## config.mk

```make
export PLATFORM = sky130hd
export DESIGN_NAME = modbus_relay_request_handler_unit_flat
export DESIGN_NICKNAME = d
export VERILOG_FILES = /design/src/hdl/modrrh_pkg.sv /design/src/hdl/modrrh_req_if.sv /design/src/hdl/modrrh_rsp_if.sv /design/src/hdl/modrrh_front.sv /design/src/hdl/modrrh_queue.sv /design/src/hdl/modrrh_back.sv /design/src/hdl/modbus_relay_request_handler_unit.sv /design/src/flat_wrapper.sv
export VERILOG_INCLUDE_DIRS = /design/src /design/src/hdl
export SDC_FILE = /design/constraint.sdc
export NUM_CORES = 1
export LEC_CHECK = 0
export ABC_CLOCK_PERIOD_IN_PS = 8400
export BUFFER_PORTS_ARGS = -buffer_cell sky130_fd_sc_hd__buf_2
export CORE_AREA = 3 3 175 177
export CTS_BUF_LIST = sky130_fd_sc_hd__clkbuf_4 sky130_fd_sc_hd__clkbuf_8
export CTS_CLUSTER_SIZE = 28
export DETAILED_ROUTE_END_ITERATION = 10
export DIE_AREA = 0 0 178 180
export PLACE_DENSITY = 0.82
export SYNTH_ARGS = -nofsm -noshare
export SYNTH_HDL_FRONTEND = slang
export SYNTH_SLANG_ARGS = --single-unit
```

## constraint.sdc

```tcl
create_clock -name i_clk -period 8.4 [get_ports i_clk]
set_input_delay 0 -clock i_clk [delete_from_list [all_inputs] [get_ports i_clk]]
set_output_delay 0 -clock i_clk [all_outputs]
set_load 0.01 [all_outputs]
```

## src/hdl/modbus_relay_request_handler_unit_macros.svh

```systemverilog
// Assertion macros for the Modbus relay request handler.
// Used by the top level only; no other dependencies.
`ifndef MODBUS_RELAY_REQUEST_HANDLER_UNIT_MACROS_SVH
`define MODBUS_RELAY_REQUEST_HANDLER_UNIT_MACROS_SVH

// Clocked property, disabled while reset is held.
`define MRRH_ASSERT(label, clk, rst_n, prop, msg) \
    label: assert property (@(posedge clk) disable iff (!rst_n) (prop)) else $error(msg);

// Condition that must never be seen.
`define MRRH_ASSERT_NEVER(label, clk, rst_n, expr, msg) \
    `MRRH_ASSERT(label, clk, rst_n, !(expr), msg)

`endif

```

## src/hdl/modrrh_pkg.sv

```systemverilog
// Shared types and constants for the Modbus relay request handler.
// No dependencies.
package modrrh_pkg;

    localparam logic [7:0] FC_READ_COILS  = 8'd1;
    localparam logic [7:0] FC_READ_HOLD   = 8'd3;
    localparam logic [7:0] FC_READ_INPUT  = 8'd4;
    localparam logic [7:0] FC_WRITE_COIL  = 8'd5;
    localparam logic [7:0] FC_WRITE_HOLD  = 8'd6;
    localparam logic [7:0] FC_WRITE_COILS = 8'd15;

    localparam logic [15:0] COIL_ON  = 16'hFF00;
    localparam logic [15:0] COIL_OFF = 16'h0000;

    localparam int IREG_COUNT = 6;
    localparam int HOLD_COUNT = 1;
    localparam logic [15:0] HOLD_SEQ_ADDR = 16'd0;

    localparam int IREG_IDX_W = 3;
    localparam logic [IREG_IDX_W-1:0] IREG_RELAYS  = 3'd0;
    localparam logic [IREG_IDX_W-1:0] IREG_FAULTS  = 3'd1;
    localparam logic [IREG_IDX_W-1:0] IREG_UP_LO   = 3'd2;
    localparam logic [IREG_IDX_W-1:0] IREG_UP_HI   = 3'd3;
    localparam logic [IREG_IDX_W-1:0] IREG_FW      = 3'd4;
    localparam logic [IREG_IDX_W-1:0] IREG_SEQ     = 3'd5;

    typedef enum logic [1:0] {
        ST_OK        = 2'd0,
        ST_ILL_FUNC  = 2'd1,
        ST_ILL_ADDR  = 2'd2,
        ST_ILL_VALUE = 2'd3
    } t_status;

    typedef enum logic [2:0] {
        OP_EXCEPTION,
        OP_RD_COILS,
        OP_RD_HOLD,
        OP_RD_INPUT,
        OP_WR_COIL,
        OP_WR_HOLD,
        OP_WR_COILS
    } t_op;

    typedef struct packed {
        t_op         op;
        t_status     status;
        logic [15:0] addr;
        logic [15:0] value;
        logic [7:0]  resp_bc;
        logic [15:0] mask;
        logic [15:0] data;
        logic [15:0] faults;
        logic [31:0] uptime;
    } t_cmd;

    typedef struct packed {
        logic full;
        logic empty;
    } t_q_status;

endpackage

```

## src/hdl/modrrh_req_if.sv

```systemverilog
// Request channel: valid/ready handshake with the request PDU fields.
// No dependencies.
interface modrrh_req_if;
    logic        valid;
    logic        ready;
    logic [7:0]  func;
    logic [15:0] start_or_address;
    logic [15:0] count_or_value;
    logic [7:0]  byte_count;
    logic [15:0] coil_data;
    logic [15:0] fault_bits;
    logic [31:0] uptime_seconds;

    modport source (
        output valid, func, start_or_address, count_or_value, byte_count,
               coil_data, fault_bits, uptime_seconds,
        input  ready
    );
    modport sink (
        input  valid, func, start_or_address, count_or_value, byte_count,
               coil_data, fault_bits, uptime_seconds,
        output ready
    );
endinterface

```

## src/hdl/modrrh_rsp_if.sv

```systemverilog
// Response channel: valid/ready handshake with two result words (word_a, word_b) per transfer.
// No dependencies.
interface modrrh_rsp_if;
    logic        valid;
    logic        ready;
    logic [1:0]  status;
    logic [7:0]  resp_byte_count;
    logic [15:0] word_a;
    logic [15:0] word_b;
    logic        last;

    modport source (
        output valid, status, resp_byte_count, word_a, word_b, last,
        input  ready
    );
    modport sink (
        input  valid, status, resp_byte_count, word_a, word_b, last,
        output ready
    );
endinterface

```

## src/hdl/modrrh_front.sv

```systemverilog
// Front end: accepts requests, validates them and builds a command.
// Depends on modrrh_pkg and modrrh_req_if.
module modrrh_front
    import modrrh_pkg::*;
#(
    parameter int NUM_COILS = 6
) (
    modrrh_req_if.sink i_req,
    input  t_q_status  i_q_status,
    output logic       o_push,
    output t_cmd       o_cmd
);

    logic [16:0] w_end;
    logic        w_cnt_zero;
    logic [15:0] w_mb_bytes;
    logic [15:0] w_mask;

    assign i_req.ready = !i_q_status.full;
    assign o_push      = i_req.valid && !i_q_status.full;

    always_comb begin
        w_end      = 17'(i_req.start_or_address) + 17'(i_req.count_or_value);
        w_cnt_zero = (i_req.count_or_value == 16'd0);
        w_mb_bytes = ((i_req.count_or_value - 16'd1) >> 3) + 16'd1;
        w_mask     = 16'((17'd1 << i_req.count_or_value[4:0]) - 17'd1);

        o_cmd.op      = OP_EXCEPTION;
        o_cmd.status  = ST_OK;
        o_cmd.addr    = i_req.start_or_address;
        o_cmd.value   = i_req.count_or_value;
        o_cmd.resp_bc = 8'd0;
        o_cmd.mask    = w_mask;
        o_cmd.data    = i_req.coil_data;
        o_cmd.faults  = i_req.fault_bits;
        o_cmd.uptime  = i_req.uptime_seconds;

        unique case (i_req.func)
            FC_READ_COILS: begin
                if (w_cnt_zero || w_end > 17'(NUM_COILS)) begin
                    o_cmd.status = ST_ILL_ADDR;
                end else begin
                    o_cmd.op      = OP_RD_COILS;
                    o_cmd.resp_bc = 8'((17'(i_req.count_or_value) + 17'd7) >> 3);
                end
            end
            FC_READ_HOLD: begin
                if (w_cnt_zero || w_end > 17'(HOLD_COUNT)) begin
                    o_cmd.status = ST_ILL_ADDR;
                end else begin
                    o_cmd.op      = OP_RD_HOLD;
                    o_cmd.resp_bc = 8'({i_req.count_or_value, 1'b0});
                end
            end
            FC_READ_INPUT: begin
                if (w_cnt_zero || w_end > 17'(IREG_COUNT)) begin
                    o_cmd.status = ST_ILL_ADDR;
                end else begin
                    o_cmd.op      = OP_RD_INPUT;
                    o_cmd.resp_bc = 8'({i_req.count_or_value, 1'b0});
                end
            end
            FC_WRITE_COIL: begin
                if (17'(i_req.start_or_address) >= 17'(NUM_COILS)) begin
                    o_cmd.status = ST_ILL_ADDR;
                end else if (i_req.count_or_value != COIL_ON
                             && i_req.count_or_value != COIL_OFF) begin
                    o_cmd.status = ST_ILL_VALUE;
                end else begin
                    o_cmd.op = OP_WR_COIL;
                end
            end
            FC_WRITE_HOLD: begin
                if (i_req.start_or_address != HOLD_SEQ_ADDR) begin
                    o_cmd.status = ST_ILL_ADDR;
                end else begin
                    o_cmd.op = OP_WR_HOLD;
                end
            end
            FC_WRITE_COILS: begin
                if (w_cnt_zero || w_end > 17'(NUM_COILS)) begin
                    o_cmd.status = ST_ILL_ADDR;
                end else if ({8'd0, i_req.byte_count} != w_mb_bytes) begin
                    o_cmd.status = ST_ILL_VALUE;
                end else begin
                    o_cmd.op = OP_WR_COILS;
                end
            end
            default: begin
                o_cmd.status = ST_ILL_FUNC;
            end
        endcase
    end

endmodule

```

## src/hdl/modrrh_queue.sv

```systemverilog
// Two-entry command queue between front and back end.
// Depends on modrrh_pkg.
module modrrh_queue
    import modrrh_pkg::*;
(
    input  logic      i_clk,
    input  logic      i_rst_n,
    input  logic      i_push,
    input  t_cmd      i_push_cmd,
    input  logic      i_pop,
    output t_cmd      o_head,
    output t_q_status o_status
);

    logic [1:0] r_cnt;
    logic [1:0] n_cnt;
    t_cmd       r_slot0;
    t_cmd       r_slot1;

    assign o_head          = r_slot0;
    assign o_status.full   = (r_cnt == 2'd2);
    assign o_status.empty  = (r_cnt == 2'd0);

    always_comb begin
        n_cnt = r_cnt;
        if (i_push && !i_pop) begin
            n_cnt = r_cnt + 2'd1;
        end else if (i_pop && !i_push) begin
            n_cnt = r_cnt - 2'd1;
        end
    end

    always_ff @(posedge i_clk) begin
        if (!i_rst_n) begin
            r_cnt <= 2'd0;
        end else begin
            r_cnt <= n_cnt;
        end
        if (i_pop) begin
            r_slot0 <= (r_cnt == 2'd2) ? r_slot1 : i_push_cmd;
            if (i_push) begin
                r_slot1 <= i_push_cmd;
            end
        end else if (i_push) begin
            if (r_cnt == 2'd0) begin
                r_slot0 <= i_push_cmd;
            end else begin
                r_slot1 <= i_push_cmd;
            end
        end
    end

endmodule

```

## src/hdl/modrrh_back.sv

```systemverilog
// Back end: executes commands, holds relay/sequence/firmware state, emits results.
// Depends on modrrh_pkg and modrrh_rsp_if.
module modrrh_back
    import modrrh_pkg::*;
#(
    parameter int NUM_COILS = 6
) (
    input  logic              i_clk,
    input  logic              i_rst_n,
    input  logic              i_cfg_wr_en,
    input  logic [15:0]       i_cfg_wr_data,
    input  t_cmd              i_head,
    input  t_q_status         i_q_status,
    output logic              o_pop,
    modrrh_rsp_if.source      o_rsp
);

    typedef enum logic {
        S_IDLE,
        S_RUN
    } t_state;

    t_state                  r_state;
    t_cmd                    r_cmd;
    logic [IREG_IDX_W-1:0]   r_idx;
    logic [IREG_IDX_W-1:0]   r_left;
    logic [NUM_COILS-1:0]    r_relay;
    logic [NUM_COILS-1:0]    n_relay;
    logic [15:0]             r_seq;
    logic [15:0]             n_seq;
    logic [15:0]             r_fw;

    logic                    r_out_valid;
    t_status                 r_out_status;
    logic [7:0]              r_out_bc;
    logic [15:0]             r_out_a;
    logic [15:0]             r_out_b;
    logic                    r_out_last;

    logic                    w_can_load;
    logic                    w_last;
    logic [3:0]              w_shamt;
    logic [15:0]             w_relay16;
    logic [15:0]             w_onehot;
    logic [15:0]             w_field;
    logic [15:0]             w_relay_nx;
    logic [15:0]             w_ireg;
    t_status                 w_status;
    logic [7:0]              w_bc;
    logic [15:0]             w_a;
    logic [15:0]             w_b;

    assign o_pop      = (r_state == S_IDLE) && !i_q_status.empty;
    assign w_can_load = !r_out_valid || o_rsp.ready;
    assign w_last     = (r_left == IREG_IDX_W'(1));

    assign o_rsp.valid           = r_out_valid;
    assign o_rsp.status          = r_out_status;
    assign o_rsp.resp_byte_count = r_out_bc;
    assign o_rsp.word_a          = r_out_a;
    assign o_rsp.word_b          = r_out_b;
    assign o_rsp.last            = r_out_last;

    always_comb begin
        unique case (r_idx)
            IREG_RELAYS: w_ireg = w_relay16;
            IREG_FAULTS: w_ireg = r_cmd.faults;
            IREG_UP_LO:  w_ireg = r_cmd.uptime[15:0];
            IREG_UP_HI:  w_ireg = r_cmd.uptime[31:16];
            IREG_FW:     w_ireg = r_fw;
            IREG_SEQ:    w_ireg = r_seq;
            default:     w_ireg = 16'd0;
        endcase
    end

    always_comb begin
        w_relay16  = 16'(r_relay);
        w_shamt    = r_cmd.addr[3:0];
        w_onehot   = 16'd1 << w_shamt;
        w_field    = r_cmd.mask << w_shamt;
        w_relay_nx = w_relay16;
        n_seq      = r_seq;
        w_status   = ST_OK;
        w_bc       = 8'd0;
        w_a        = 16'd0;
        w_b        = 16'd0;

        unique case (r_cmd.op)
            OP_EXCEPTION: begin
                w_status = r_cmd.status;
            end
            OP_RD_COILS: begin
                w_bc = r_cmd.resp_bc;
                w_a  = (w_relay16 >> w_shamt) & r_cmd.mask;
            end
            OP_RD_HOLD: begin
                w_bc = r_cmd.resp_bc;
                w_a  = r_seq;
            end
            OP_RD_INPUT: begin
                w_bc = r_cmd.resp_bc;
                w_a  = w_ireg;
            end
            OP_WR_COIL: begin
                w_a = r_cmd.addr;
                w_b = r_cmd.value;
                if (r_cmd.value == COIL_ON) begin
                    w_relay_nx = w_relay16 | w_onehot;
                end else begin
                    w_relay_nx = w_relay16 & ~w_onehot;
                end
            end
            OP_WR_HOLD: begin
                w_a   = r_cmd.addr;
                w_b   = r_cmd.value;
                n_seq = r_cmd.value;
            end
            OP_WR_COILS: begin
                w_a        = r_cmd.addr;
                w_b        = r_cmd.value;
                w_relay_nx = (w_relay16 & ~w_field) | ((r_cmd.data << w_shamt) & w_field);
            end
            default: begin
                w_status = r_cmd.status;
            end
        endcase
        n_relay = w_relay_nx[NUM_COILS-1:0];
    end

    always_ff @(posedge i_clk) begin
        if (!i_rst_n) begin
            r_state     <= S_IDLE;
            r_out_valid <= 1'b0;
            r_relay     <= '0;
            r_seq       <= 16'd0;
            r_fw        <= 16'd0;
        end else begin
            if (i_cfg_wr_en) begin
                r_fw <= i_cfg_wr_data;
            end
            unique case (r_state)
                S_IDLE: begin
                    if (o_rsp.ready) begin
                        r_out_valid <= 1'b0;
                    end
                    if (!i_q_status.empty) begin
                        r_cmd   <= i_head;
                        r_state <= S_RUN;
                        if (i_head.op == OP_RD_INPUT) begin
                            r_idx  <= i_head.addr[IREG_IDX_W-1:0];
                            r_left <= i_head.value[IREG_IDX_W-1:0];
                        end else begin
                            r_idx  <= '0;
                            r_left <= IREG_IDX_W'(1);
                        end
                    end
                end
                S_RUN: begin
                    if (w_can_load) begin
                        r_out_valid  <= 1'b1;
                        r_out_status <= w_status;
                        r_out_bc     <= w_bc;
                        r_out_a      <= w_a;
                        r_out_b      <= w_b;
                        r_out_last   <= w_last;
                        r_relay      <= n_relay;
                        r_seq        <= n_seq;
                        r_idx        <= r_idx + IREG_IDX_W'(1);
                        r_left       <= r_left - IREG_IDX_W'(1);
                        if (w_last) begin
                            r_state <= S_IDLE;
                        end
                    end
                end
            endcase
        end
    end

endmodule

```

## src/hdl/modbus_relay_request_handler_unit.sv

```systemverilog
// Modbus relay request handler: front end, two-entry queue, back end.
// Each request yields one result, or 1..6 results for input register reads;
// the back end takes the next command only after the last result of the current one.
// Its sequencer emits one result per cycle while the response channel is ready.
// Reset (synchronous, active low): relays off, sequence word and firmware
// version cleared, queue emptied, no result pending.
`include "modbus_relay_request_handler_unit_macros.svh"

module modbus_relay_request_handler_unit
    import modrrh_pkg::*;
#(
    parameter int NUM_COILS = 6
) (
    input  logic          i_clk,
    input  logic          i_rst_n,
    modrrh_req_if.sink    i_req,
    modrrh_rsp_if.source  o_rsp,
    input  logic          i_cfg_wr_en,
    input  logic [15:0]   i_cfg_wr_data
);

    logic      w_push;
    logic      w_pop;
    t_cmd      w_push_cmd;
    t_cmd      w_head;
    t_q_status w_q_status;

    modrrh_front #(
        .NUM_COILS (NUM_COILS)
    ) u_front (
        .i_req      (i_req),
        .i_q_status (w_q_status),
        .o_push     (w_push),
        .o_cmd      (w_push_cmd)
    );

    modrrh_queue u_queue (
        .i_clk      (i_clk),
        .i_rst_n    (i_rst_n),
        .i_push     (w_push),
        .i_push_cmd (w_push_cmd),
        .i_pop      (w_pop),
        .o_head     (w_head),
        .o_status   (w_q_status)
    );

    modrrh_back #(
        .NUM_COILS (NUM_COILS)
    ) u_back (
        .i_clk         (i_clk),
        .i_rst_n       (i_rst_n),
        .i_cfg_wr_en   (i_cfg_wr_en),
        .i_cfg_wr_data (i_cfg_wr_data),
        .i_head        (w_head),
        .i_q_status    (w_q_status),
        .o_pop         (w_pop),
        .o_rsp         (o_rsp)
    );

    `MRRH_ASSERT(a_burst_continues, i_clk, i_rst_n, o_rsp.valid && o_rsp.ready && !o_rsp.last |=> o_rsp.valid, "register read burst stalled after a non-final transfer")
    `MRRH_ASSERT_NEVER(a_nonlast_is_read, i_clk, i_rst_n, o_rsp.valid && !o_rsp.last && (o_rsp.status != ST_OK || o_rsp.resp_byte_count == 8'd0), "non-final result outside a register read")
    `MRRH_ASSERT_NEVER(a_exception_clean, i_clk, i_rst_n, o_rsp.valid && o_rsp.status != ST_OK && (o_rsp.word_a != 16'd0 || o_rsp.word_b != 16'd0 || o_rsp.resp_byte_count != 8'd0 || !o_rsp.last), "exception result carries data")

endmodule
```

## src/flat_wrapper.sv

```systemverilog
// flat-port wrapper written by rule: the top's interface ports become plain ports
module modbus_relay_request_handler_unit_flat import modrrh_pkg::*;
#(
    parameter int NUM_COILS = 6
)
  (i_clk, i_rst_n, i_cfg_wr_en, i_cfg_wr_data, i_req_valid, i_req_func, i_req_start_or_address, i_req_count_or_value, i_req_byte_count, i_req_coil_data, i_req_fault_bits, i_req_uptime_seconds, i_req_ready, o_rsp_valid, o_rsp_status, o_rsp_resp_byte_count, o_rsp_word_a, o_rsp_word_b, o_rsp_last, o_rsp_ready);
  modrrh_req_if i_req_i ();
  modrrh_rsp_if o_rsp_i ();
  input  logic i_clk;
  input  logic i_rst_n;
  input  logic i_cfg_wr_en;
  input  logic [15:0] i_cfg_wr_data;
  input wire logic [$bits(i_req_i.valid)-1:0] i_req_valid;
  input wire logic [$bits(i_req_i.func)-1:0] i_req_func;
  input wire logic [$bits(i_req_i.start_or_address)-1:0] i_req_start_or_address;
  input wire logic [$bits(i_req_i.count_or_value)-1:0] i_req_count_or_value;
  input wire logic [$bits(i_req_i.byte_count)-1:0] i_req_byte_count;
  input wire logic [$bits(i_req_i.coil_data)-1:0] i_req_coil_data;
  input wire logic [$bits(i_req_i.fault_bits)-1:0] i_req_fault_bits;
  input wire logic [$bits(i_req_i.uptime_seconds)-1:0] i_req_uptime_seconds;
  output wire logic [$bits(i_req_i.ready)-1:0] i_req_ready;
  output wire logic [$bits(o_rsp_i.valid)-1:0] o_rsp_valid;
  output wire logic [$bits(o_rsp_i.status)-1:0] o_rsp_status;
  output wire logic [$bits(o_rsp_i.resp_byte_count)-1:0] o_rsp_resp_byte_count;
  output wire logic [$bits(o_rsp_i.word_a)-1:0] o_rsp_word_a;
  output wire logic [$bits(o_rsp_i.word_b)-1:0] o_rsp_word_b;
  output wire logic [$bits(o_rsp_i.last)-1:0] o_rsp_last;
  input wire logic [$bits(o_rsp_i.ready)-1:0] o_rsp_ready;
  assign i_req_i.valid = i_req_valid;
  assign i_req_i.func = i_req_func;
  assign i_req_i.start_or_address = i_req_start_or_address;
  assign i_req_i.count_or_value = i_req_count_or_value;
  assign i_req_i.byte_count = i_req_byte_count;
  assign i_req_i.coil_data = i_req_coil_data;
  assign i_req_i.fault_bits = i_req_fault_bits;
  assign i_req_i.uptime_seconds = i_req_uptime_seconds;
  assign i_req_ready = i_req_i.ready;
  assign o_rsp_valid = o_rsp_i.valid;
  assign o_rsp_status = o_rsp_i.status;
  assign o_rsp_resp_byte_count = o_rsp_i.resp_byte_count;
  assign o_rsp_word_a = o_rsp_i.word_a;
  assign o_rsp_word_b = o_rsp_i.word_b;
  assign o_rsp_last = o_rsp_i.last;
  assign o_rsp_i.ready = o_rsp_ready;
  modbus_relay_request_handler_unit #(.NUM_COILS(NUM_COILS)) u_core (.i_clk(i_clk), .i_rst_n(i_rst_n), .i_req(i_req_i), .o_rsp(o_rsp_i), .i_cfg_wr_en(i_cfg_wr_en), .i_cfg_wr_data(i_cfg_wr_data));
endmodule
```

==> out/results.txt <==
I/O pin cnt: 178
Psw: 1.92 mW
Register share of total power: 0.529
Post-synth EDFFs: 364
Crit start category: primary input
Post-Route WL: 46900 um
Final RePlAce weighted congestion: 0.906
CTS Buf Count: 60
Die height: 180 um
Worst-case clock skew: 0.0481 ns
Worst min path class: primary input to flop
Slew @ Worst Pin: 1.20 ns
Cell variety after synth: 76
Initial antenna violation count: 0
Crit-path max FO: 17
Critical-path top delay cell: nor4_1
Register area share after synthesis: 0.660
CP cell instances: dlygate4sd3_1 > buf_2 > ha_1 > inv_1 > fa_1 > nand2b_1 > a21oi_1 > o211a_1 > o21a_1 > o21ai_0 > nor4_1 > nand2_1 > o31ai_1
H-tree depth: 2
Max_slew headroom: 0.202
Most frequent cells in the layout: edfxtp_1 (364), nand2_1 (333), buf_2 (167)
Internal power: 4.29 mW
Synth top area cells: edfxtp_1 (61%), nand2_1 (7.0%), dfxtp_1 (4.7%)
Fmax: 276 MHz
Layout cells sized above 1: 0.171
Commonest non-fill, non-tap cell in the layout: edfxtp_1
Remaining Overflow, GRT: 0
# DRC: 0
Post-synthesis cell area: 17800 um^2
Syn Area/Cell: 12.2 um^2
Clock Tree Buf Depth: 3
CP arrival: 4.04 ns
Post-DRT Antenna Nets: 0
Cells after synthesis: 1465
Worst-path clk slew: 0.06 ns
Die area: 32000 um^2
MaxCap Viol Count: 0
Setup violators final: 0
Status: complete, no violations
VDD IR max: 0.163 mV
Vias in the first global route: 13200
Clock Latency Late Sink: 0.64 ns
Clock sinks: 406
Largest net degree at the start of global routing: 93
RSZ-0062 raised after global routing: false
Post-synth top area share: 0.613
Static Leak: 8.26 nW
DPL Wire Length: 28100 um
Combinational power share: 0.200
Final min period: 3.63 ns
Data required time of the worst path: 8.81 ns
DR iter-0 viols: 1402
Synth Flop Type: edfxtp_1
TNS Setup: 0 ns
Clock power share: 0.271
Ys Warns: 0
PostCTS Resize Cnt: 0
Setup crit end kind: flop
Syn Nets: 1625
DR pass1 iterations: 5
Yosys reg bits: 406
CTS tree: done
Area grow syn2layout: 20.4%
Final Slew Violations: 0
Total GRT Usage: 0.288
Layout Nets: 1908
Sw frac: 0.309
First-pass GRT wire length: 72100 um
Final Hold Fails: 0
Worst reg-to-reg setup slack: 5.06 ns
Post-synthesis async set-or-reset flop share: 0
Pwr per Cell Area: 289 nW/um^2
Via count: 13300
Row count: 63
Crit share post-route: 0.432
IO Port Bufs: 167
Initial Util: 0.606
CP Class: primary input to flop
Core area: 29400 um^2
Drt via density: 6.09
Fill cells: 1757
Root Buffer: clkbuf_8
CP max stage delay: 0.60 ns
Fin util: 0.730
# diodes: 0
Synth area leader: edfxtp_1
Die X: 178 um
WL/cell: 21.4 um
==> worst paths after layout <==
check,from,endpoint,cells after the start
worst max-delay path,i_req_count_or_value[0],u_core.u_queue.o_head[83],13
worst min-delay path,i_req_uptime_seconds[24],u_core.u_queue.r_slot1[24],2
worst min register to register,u_core.u_queue.o_head[110],u_core.u_back.r_cmd[110],0
worst max register to register,u_core.u_back.r_state,u_core.u_back.r_left[1],5
==> power groups by stage <==
stage / logic, mW / clock network (mW) / registers [mW]
5_1_grt: 1.34 / 1.79 / 3.31
3_3_place_gp: 1.11 / 0 / 3.26
6_report: 1.24 / 1.68 / 3.28
2_1_floorplan: 0.797 / 0 / 3.21
4_1_cts: 1.21 / 1.66 / 3.25
3_5_place_dp: 1.15 / 0 / 3.29
==> cell type report <==
| type | instances | area, um^2 | area share |
|---|---|---|---|
| Multi-Input combinational cell | 956 | 5680 | 0.265 |
| Inverter | 21 | 78.8 | 0.00367 |
| Sequential cell | 406 | 11800 | 0.548 |
| Tap cell | 390 | 488 | 0.0227 |
| Clock inverter | 26 | 196 | 0.00915 |
| Clock buffer | 86 | 1070 | 0.0499 |
| Timing Repair Buffer | 303 | 2180 | 0.101 |
==> cells by family (layout without fill, tap and decap cells) <==
group	Yosys count	after routing	share of synthesized area
AO/OA/AOI/OAI	228	228	0.0911
XOR/XNOR	33	33	0.0178
adder cells (fa/ha/maj)	27	27	0.0194
buffers and inverters	103	436	0.0234
flip-flops	406	406	0.660
multiplexers	55	55	0.0327
AND/OR/NAND/NOR	613	613	0.155
==> per-stage QoR <==
stage | instances | area [um^2] | hold slack (ns) | total power, mW | setup slack, ns
after floorplan | 1465 | 17800 | 0.0989 | 4.01 | 2.27
after global placement | 1948 | 18900 | 0.192 | 4.37 | 4.87
after detailed placement | 1948 | 18900 | 0.194 | 4.44 | 4.72
after CTS | 2188 | 21500 | 0.0629 | 6.12 | 4.81
after global routing | 2188 | 21500 | 0.0668 | 6.45 | 4.46
final | 2188 | 21500 | 0.0941 | 6.20 | 4.77
==> critical path, delay by kind of cell <==
| family | cells | cell delay [ns] |
|---|---|---|
| buf+inv | 3 | 0.85 |
| fa+ha+maj | 2 | 0.61 |
| simple gates | 3 | 1.35 |
| compound gates | 5 | 1.22 |
==> cells in the mapped netlist, types with 4 or more instances <==
cell,instances
nor4_1,14
and3_1,11
clkbuf_1,65
mux2i_1,47
nor4b_1,4
buf_2,7
o31ai_1,13
dfxtp_1,42
nor3b_1,4
a22oi_1,35
a22o_1,7
o22ai_1,4
o211ai_1,8
a21oi_1,37
o21ai_0,36
xor2_1,13
nor3_1,23
ha_1,26
mux2_2,6
edfxtp_1,364
a211oi_1,12
or4_1,5
nand2_1,334
nand3_1,25
xnor2_1,18
nand4_1,11
o21a_1,4
inv_1,20
buf_1,6
nand2b_1,10
nor2b_1,14
or3_1,6
a221o_1,11
a31oi_1,11
o2111ai_1,4
a21o_1,8
a222oi_1,10
and2_1,33
nor2_1,98
==> registers in the layout, indices dropped and copies added (netlist names), named ones only <==
signal,count
u_core.u_back.r_cmd,105
u_core.u_queue.o_head,105
u_core.u_queue.r_slot1,105
u_core.u_back.o_rsp.word_a,16
u_core.u_back.o_rsp.word_b,16
u_core.u_back.r_fw,16
u_core.u_back.r_seq,16
u_core.u_back.o_rsp.resp_byte_count,8
u_core.u_back.r_idx,3
u_core.u_back.r_left,3
u_core.u_back.o_rsp.status,2
u_core.u_queue.r_cnt,2
u_core.u_back.o_rsp.last,1
u_core.u_back.o_rsp.valid,1
u_core.u_back.r_state,1
==> layer usage <==
metal  part of all wire  vias to the layer above  GRT usage
li1                   -                     5991          -
met1               0.39                     6362      0.389
met2               0.48                      810      0.463
met3              0.087                      153     0.0477
met4              0.043                        0      0.129
met5                  0                        -          0
==> timing repair <==
action / in CTS / in global routing
endpoints found under the setup margin: 0 / 0
endpoints found under the hold margin: 223 / 0
setup buffers: 0 / 0
hold buffers: 128 / 0
Power figures use the tool's default switching activity.
